### src/rtl/qmc_pkg.sv
//------------------------------------------------------------------------------
// qmc_pkg
// Shared types and constants for the quadratic max-convolution unit.
//------------------------------------------------------------------------------
package qmc_pkg;

    localparam int DATA_W  = 32;
    localparam int BOUND_W = 48;

    // Register indexes of the configuration port.
    localparam logic REG_WEIGHT = 1'b0;
    localparam logic REG_OFFSET = 1'b1;

    // Sequencer states.
    typedef enum logic [3:0] {
        ST_LOAD,
        ST_MAXRD,
        ST_MAXCMP,
        ST_ENV_RD,
        ST_ENV_NUM,
        ST_ENV_DIV,
        ST_ENV_DEC,
        ST_OUT_RD,
        ST_OUT_MUL,
        ST_OUT_SQ,
        ST_OUT_W,
        ST_OUT_EMIT
    } qmc_state_t;

    // Divider request from the sequencer.
    typedef struct packed {
        logic               start;
        logic signed [79:0] num;
        logic signed [47:0] den;
    } qmc_div_req_t;

endpackage

### src/rtl/qmc_div.sv
//------------------------------------------------------------------------------
// qmc_div
// Signed restoring divider, one quotient bit per cycle, truncating toward zero.
//------------------------------------------------------------------------------
module qmc_div (
    input  logic                 clk,
    input  logic                 rst_n,
    input  qmc_pkg::qmc_div_req_t req,
    output logic                 busy,
    output logic signed [79:0]   quot
);
    import qmc_pkg::*;

    logic [79:0] q_reg, q_next;
    logic [47:0] r_reg, r_next;
    logic [47:0] d_reg, d_next;
    logic        neg_reg, neg_next;
    logic [6:0]  cnt_reg, cnt_next;
    logic        busy_reg, busy_next;
    logic [48:0] trial;

    // One shift-subtract step per cycle over the magnitudes.
    always_comb
    begin
        q_next    = q_reg;
        r_next    = r_reg;
        d_next    = d_reg;
        neg_next  = neg_reg;
        cnt_next  = cnt_reg;
        busy_next = busy_reg;
        trial     = {r_reg, q_reg[79]} - {1'b0, d_reg};
        if (req.start)
        begin
            q_next    = req.num[79] ? 80'(-req.num) : 80'(req.num);
            d_next    = req.den[47] ? 48'(-req.den) : 48'(req.den);
            r_next    = '0;
            neg_next  = req.num[79] ^ req.den[47];
            cnt_next  = 7'd80;
            busy_next = 1'b1;
        end
        else if (busy_reg)
        begin
            if (!trial[48])
            begin
                r_next = trial[47:0];
                q_next = {q_reg[78:0], 1'b1};
            end
            else
            begin
                r_next = {r_reg[46:0], q_reg[79]};
                q_next = {q_reg[78:0], 1'b0};
            end
            cnt_next = cnt_reg - 7'd1;
            if (cnt_reg == 7'd1)
                busy_next = 1'b0;
        end
    end

    always_ff @(posedge clk or negedge rst_n)
    begin
        if (!rst_n)
        begin
            busy_reg <= 1'b0;
            cnt_reg  <= '0;
        end
        else
        begin
            busy_reg <= busy_next;
            cnt_reg  <= cnt_next;
        end
    end

    always_ff @(posedge clk)
    begin
        q_reg   <= q_next;
        r_reg   <= r_next;
        d_reg   <= d_next;
        neg_reg <= neg_next;
    end

    assign busy = busy_reg;
    assign quot = neg_reg ? -$signed(q_reg) : $signed(q_reg);

endmodule
### config.mk
export PLATFORM = sky130hd
export DESIGN_NAME = qmc_div
export DESIGN_NICKNAME = d
export VERILOG_FILES = /design/src/rtl/qmc_pkg.sv /design/src/rtl/qmc_div.sv
export SDC_FILE = /design/constraint.sdc
export NUM_CORES = 1
export LEC_CHECK = 0
export BUFFER_PORTS_ARGS = -buffer_cell sky130_fd_sc_hd__buf_2
export CORE_MARGIN = 5
export CORE_UTILIZATION = 49
export DETAILED_ROUTE_END_ITERATION = 10
export PLACE_DENSITY = 0.7
export RECOVER_POWER = 50
export SYNTH_ARGS = -nofsm -noshare
export SYNTH_HDL_FRONTEND = slang
export SYNTH_SLANG_ARGS = --single-unit
### constraint.sdc
create_clock -name clk -period 11.15 [get_ports clk]
set_input_delay 2.23 -clock clk [delete_from_list [all_inputs] [get_ports clk]]
set_output_delay 2.23 -clock clk [all_outputs]
set_load 0.01 [all_outputs]
==> results_dict.tcl, run 1 <==
set metrics [dict create \
    wl_met2_um 17600 \
    cp-end-kind "register" \
    post-place-ws_ns 4.88 \
    cts.htree.levels 4 \
    hold_class "register to register" \
    required_ns 11.19 \
    utilization 0.563 \
    grt_use_total 0.219 \
    wl_met1_um 17700 \
    seqPwrFrac 0.364 \
    max_stage_delay_ns 3.71 \
    slowest_stage "clkbuf_1" \
    period_minus_slack_ns 8.14 \
    grt_max_degree 117 \
    cts-buffers-inserted 17 \
    tritoncts "done" \
    drive_above_1_share 0.155 \
    drtIter0Drc 1006 \
    tightest_slew_ns 5.40 \
    ys_ff_latch 185 \
    finalSetupViolations 0 \
    postCtsSetupBuffers 0 \
    peakVddDrop_v 0.0000858 \
    synth_cells 1677 \
    synth_cell_types 74 \
    cp.arrival_ns 8.19 \
    synth_ff_type "edfxtp_1" \
    fmax_mhz 123 \
    grt_pass1_vias 12000 \
    clock-sinks 185 \
    clk_transition_reported_paths_ns 0.07 \
    finalSetupTns_ns 0 \
    power_switching_mw 1.06 \
    start_util 0.500 \
    die_area_sq_um 33000 \
    crit_chain "clkbuf_1 -> or2_0 -> buf_4" \
    route.detailed.drc 0 \
    startpoint_type "input pin" \
    hold_buffers 0 \
    synth.area.top_cells "edfxtp_1 (27%), xnor2_1 (8.9%), dfxtp_1 (6.7%)" \
    largest_reg_flops 80 \
    final_max_slew_viol_count 189 \
    finalNetCount 2014 \
    power_density_nw_per_um2 166 \
    cts_resized 0 \
    viasPerCell 5.76 \
    maxCapViolCount 3 \
    yosysTopAreaCell "edfxtp_1" \
    gp_congestion 0.942 \
    crit_type "input pin to register" \
    finalHoldViolations 0 \
    grt_pass1_wl_um 61000 \
    r2r-start "q_reg[79]" \
    hold_path_startpoint "r_reg[26]" \
    p_comb_frac 0.420 \
    clockPowerShare 0.216 \
    dp_cells 2194 \
    setup_slack_ns 3.01 \
    die_x_um 182 \
    async_flop_share 0.0432 \
    area_growth_pct 12.6 \
    fillers 2704 \
    insertion_delay_ns 0.43 \
    period_share 0.730 \
    drt_pass1_iterations 5 \
    portBuffers 211 \
    violations "capacitance limit, slew limit" \
    met3_length_um 2190 \
    fin_skew_ns 0.0182 \
    fp.dieH_um 182 \
    finalNonFillerCells 2226 \
    slew_headroom -2.60 \
    detail-route-antenna-nets 0 \
    crit_start "req[128]" \
    synth_area_per_cell_sq_um 8.61 \
    gr-total-overflow 0 \
    routed_wirelength_um 38000 \
    cts_buffer_depth 2 \
    layout.area.seq_sq_um 5030 \
    routed.top_layer "met4" \
    root_buffer "clkbuf_16" \
    p_leak_nw 6.32 \
    core_sq_um 28900 \
    holdWs_ns 0.486 \
    num_antenna_cells 0 \
    multi_input_area_sq_um 8810 \
    ys_seq_area_frac 0.349 \
    cp_max_fo 116 \
    io_pins 212 \
    switching_share 0.392 \
    synth-edff-count 129 \
    syn_area_sq_um 14400 \
    outcome "finished, violations left" \
    vias 12800 \
    syn_nets 1862 \
    dpl.hpwl_um 28800 \
    yosysTopAreaCellShare 0.268 \
    internal-power_mw 1.64 \
    num_rows 62 \
    rsz0062_at_grt "no" \
    yosys_warnings 0 \
    antenna_found_initial 0 \
    wire_per_inst_um 17.1 \
]
[layout by cell type, fill, tap and decap left out, drive strengths merged, types with 12 or more instances in the layout]
master	instances
inv	78
o31ai	61
ha	53
or4	39
dfxtp	48
a21o	18
mux2	12
nand3	21
nor3	30
o21ai	102
nand2	120
clkbuf	25
o41ai	33
mux2i	14
nor4	15
xnor2	146
nand2b	20
or3	35
a21oi	158
edfxtp	129
a211oi	41
xor2	102
buf	213
nor2	191
[per-stage QoR]
| step | instance area, sq um | total power [mW] |
|---|---|---|
| global route | 16300 | 2.89 |
| CTS | 16300 | 2.71 |
| finish | 16300 | 2.70 |
| floorplan | 14400 | 1.80 |
| detailed placement | 15700 | 2.12 |
| global placement | 15700 | 2.10 |
[final cells by class]
type,count,share of cell area
clock inverter,13,0.00701
sequential,185,0.310
inverter,73,0.0169
timing repair buffer,219,0.0682
multi-input combinational,1333,0.542
clock buffer,19,0.0266
tap,384,0.0296
[power by group through the flow]
stage	Sequential (mW)	Clock, mW	Combinational (mW)
after global routing	1.00	0.628	1.26
after CTS	0.980	0.601	1.13
final	0.984	0.584	1.13
after detailed placement	0.994	0	1.12
after global placement	0.990	0	1.11
after floorplan	0.959	0	0.842
[layer usage]
metal,vias up,GRT usage
met3,32,0.0298
met1,5957,0.309
met2,412,0.362
met5,-,0
li1,6418,-
met4,0,0.0456
[final timing paths]
| kind | cells after the start | end | slack, ns |
|---|---|---|---|
| max | 3 | q_reg[72] | 3.01 |
| min | 2 | r_reg[26] | 0.49 |
| max reg2reg | 15 | r_reg[30] | 6.25 |
| min reg2reg | 2 | r_reg[26] | 0.49 |
| max in group asynchronous | 1 | cnt_reg[4] | 9.13 |
| min in group asynchronous | 1 | cnt_reg[6] | 1.71 |
[worst max-delay path, delay by kind of cell]
kind / cells / cell delay (ns)
and+or+nand+nor: 1 / 1.34
buffers and inverters: 2 / 4.52
[kinds of logic (layout without fill, tap and decap cells)]
| group | Yosys count | after routing | share of synthesized area |
|---|---|---|---|
| XOR/XNOR | 248 | 248 | 0.150 |
| multiplexers | 26 | 26 | 0.0191 |
| AND/OR/NAND/NOR | 533 | 533 | 0.184 |
| buffers and inverters | 159 | 324 | 0.0416 |
| flip-flops | 185 | 185 | 0.349 |
| adder cells (fa/ha/maj) | 54 | 54 | 0.0473 |
| AO/OA/AOI/OAI | 472 | 472 | 0.209 |
[synth_stat cells, types with 48 or more instances]
master / count
xnor2_1: 146
o31ai_1: 59
edfxtp_1: 129
xor2_1: 102
inv_1: 72
a21oi_1: 158
o21ai_0: 100
dfxtp_1: 48
clkbuf_1: 81
nor2_1: 190
nand2_1: 120
ha_1: 53
No activity file was read; power rests on OpenSTA's default activity.
==> run 2, diff against run 1 <==
--- a/config.mk
+++ b/config.mk
@@ -5,11 +5,12 @@
 export SDC_FILE = /design/constraint.sdc
 export NUM_CORES = 1
 export LEC_CHECK = 0
+export ABC_AREA = 1
 export BUFFER_PORTS_ARGS = -buffer_cell sky130_fd_sc_hd__buf_2
 export CORE_MARGIN = 5
 export CORE_UTILIZATION = 49
 export DETAILED_ROUTE_END_ITERATION = 10
-export PLACE_DENSITY = 0.7
+export PLACE_DENSITY = 0.69
 export RECOVER_POWER = 50
 export SYNTH_ARGS = -nofsm -noshare
 export SYNTH_HDL_FRONTEND = slang
==> constraint.sdc (replaced) <==
create_clock -name clk -period 8.1 [get_ports clk]
set_input_delay 1.62 -clock clk [delete_from_list [all_inputs] [get_ports clk]]
set_output_delay 1.62 -clock clk [all_outputs]
set_load 0.01 [all_outputs]
==> run 2 against run 1 <==
Net effect:
- the flow still finishes with violations (capacitance limit, slew limit)
- die area is 28% higher
- global-route usage is 15 points higher
- final area is 28% higher
- combinational power is 19% lower
- register-to-register slack worse by 2.4 ns
- flip-flop and latch count stayed put
- core utilization is 1.2 points lower
- first-iteration DRC count grew to 2.8 times the previous value
- synthesized area is 29% higher
==> results_dict.tcl, run 2 <==
set metrics [dict create \
    slew_headroom -1.51 \
    cts.htree.levels 4 \
    finalHoldViolations 0 \
    gp_congestion 1.03 \
    grt_use_total 0.364 \
    maxCapViolCount 5 \
    cp.arrival_ns 6.21 \
    wire_per_inst_um 20.7 \
    die_x_um 205 \
    multi_input_area_sq_um 11400 \
    ys_ff_latch 185 \
    cp-end-kind "register" \
    holdWs_ns 0.477 \
    synth_cells 3102 \
    fillers 3908 \
    start_util 0.495 \
    routed_wirelength_um 78700 \
    viasPerCell 5.59 \
    dpl.hpwl_um 65500 \
    vias 21300 \
    antenna_found_initial 3 \
    startpoint_type "input pin" \
    layout.area.seq_sq_um 5030 \
    peakVddDrop_v 0.000131 \
    power_density_nw_per_um2 144 \
    cts_resized 0 \
    die_area_sq_um 42100 \
    period_minus_slack_ns 6.19 \
    power.total_mw 2.98 \
    worstSetupEndpoint "q_reg[41]" \
    final_max_slew_viol_count 252 \
    largest_reg_flops 80 \
    hold_class "register to register" \
    num_rows 71 \
    area_growth_pct 11.3 \
    rrSetupSlack_ns 3.88 \
    postCtsSetupBuffers 0 \
    rsz0062_at_grt "no" \
    synth_area_per_cell_sq_um 6.01 \
    drive_above_1_share 0.0890 \
    finalNonFillerCells 3805 \
    r2r-end "r_reg[27]" \
    drtIter0Drc 2832 \
    crit_type "input pin to register" \
    cts-buffers-inserted 17 \
    syn_nets 3287 \
    synth_common_cells "nand2_1 (998), inv_1 (503), nor2_1 (446)" \
    tightest_slew_ns 3.76 \
    final_cell_mix "nand2_1 (998), inv_1 (501), nor2_1 (444)" \
    finalSetupTns_ns 0 \
    synth_cell_types 49 \
    required_ns 8.11 \
    gr-total-overflow 0 \
    mostFrequentLayoutCell "nand2_1" \
    fin_skew_ns 0.0215 \
    r2r-start "q_reg[79]" \
    clock-sinks 185 \
    dp_cells 3770 \
    ys_seq_area_frac 0.270 \
    period_share 0.765 \
    cts_buffer_depth 2 \
    yosysTopAreaCell "edfxtp_1" \
    yosysTopAreaCellShare 0.208 \
    yosys_warnings 0 \
    utilization 0.551 \
    grt_pass1_wl_um 116000 \
    outcome "finished, violations left" \
    synth-edff-count 129 \
    portBuffers 211 \
    io_pins 212 \
    root_buffer "clkbuf_16" \
    finalSetupViolations 0 \
    drt_pass1_iterations 6 \
    p_leak_nw 10.1 \
    synth_ff_type "edfxtp_1" \
    insertion_delay_ns 0.47 \
    tritoncts "done" \
    crit_start "req[128]" \
    cp_max_fo 44 \
    fmax_mhz 161 \
    grt_max_degree 96 \
    fp.dieH_um 205 \
    clk_transition_reported_paths_ns 0.08 \
    hold_buffers 0 \
    violations "capacitance limit, slew limit" \
    post-synth-top-count-cell "nand2_1" \
    ff2ff_path_depth 16 \
    detail-route-antenna-nets 0 \
    async_flop_share 0.0432 \
    grt_pass1_vias 19500 \
    finalNetCount 3463 \
    core_sq_um 37700 \
    synth.area.top_cells "edfxtp_1 (21%), nand2_1 (20%), inv_1 (10%)" \
    route.detailed.drc 0 \
    syn_area_sq_um 18700 \
]
run 2: area by class of cell:
cell class,instances,share of cell area
multi-input combinational,2337,0.550
antenna,3,0.000362
inverter,516,0.0934
tap,511,0.0308
clock inverter,15,0.00868
sequential,185,0.243
timing repair buffer,221,0.0538
clock buffer,17,0.0205
run 2: worst max-delay path, stage by stage:
cell	delay, ns
clkbuf_1	1.45
nor2_4	-0.02
clkinvlp_2	1.10
clkbuf_1	1.99
run 2: stage by stage:
step | setup WS (ns) | area [sq um]
finish | 1.91 | 20800
floorplan | 3.88 | 18700
CTS | 3.13 | 20800
global placement | 3.63 | 20200
global route | 1.67 | 20700
detailed placement | 3.65 | 20200
run 2: cells by family (layout without fill, tap and decap cells):
group	after synthesis	after routing	share of synthesized area
simple gates	1815	1815	0.404
flops	185	185	0.270
other cells	0	3	0
xor+xnor	199	199	0.0934
buf+inv	580	769	0.119
compound gates	269	269	0.0773
fa+ha+maj	54	54	0.0366
run 2: where the power goes:
part	leakage, nW	switching (mW)	internal (mW)
Sequential	1.83	0.0710	1.11
Clock	0.291	0.421	0.467
Combinational	7.98	0.647	0.268
run 2: worst min path at each step:
stage                         start        end  slack [ns]  cells after the start
after floorplan           r_reg[10]  r_reg[10]        0.45                      2
after global placement    r_reg[11]  r_reg[11]        0.46                      2
after detailed placement  r_reg[33]  r_reg[33]        0.46                      2
after CTS                 r_reg[15]  r_reg[15]        0.48                      2
after global routing       r_reg[1]   r_reg[1]        0.50                      2
final                     r_reg[15]  r_reg[15]        0.48                      2
run 2: routing by layer:
layer / global-route usage / wire (um) / up-vias / share of wire
li1: - / - / 10100 / -
met1: 0.517 / 33600 / 9840 / 0.43
met2: 0.563 / 34500 / 1174 / 0.44
met3: 0.0785 / 8220 / 137 / 0.10
met4: 0.0990 / 2350 / 4 / 0.030
met5: 0 / 32 / - / 0.00041
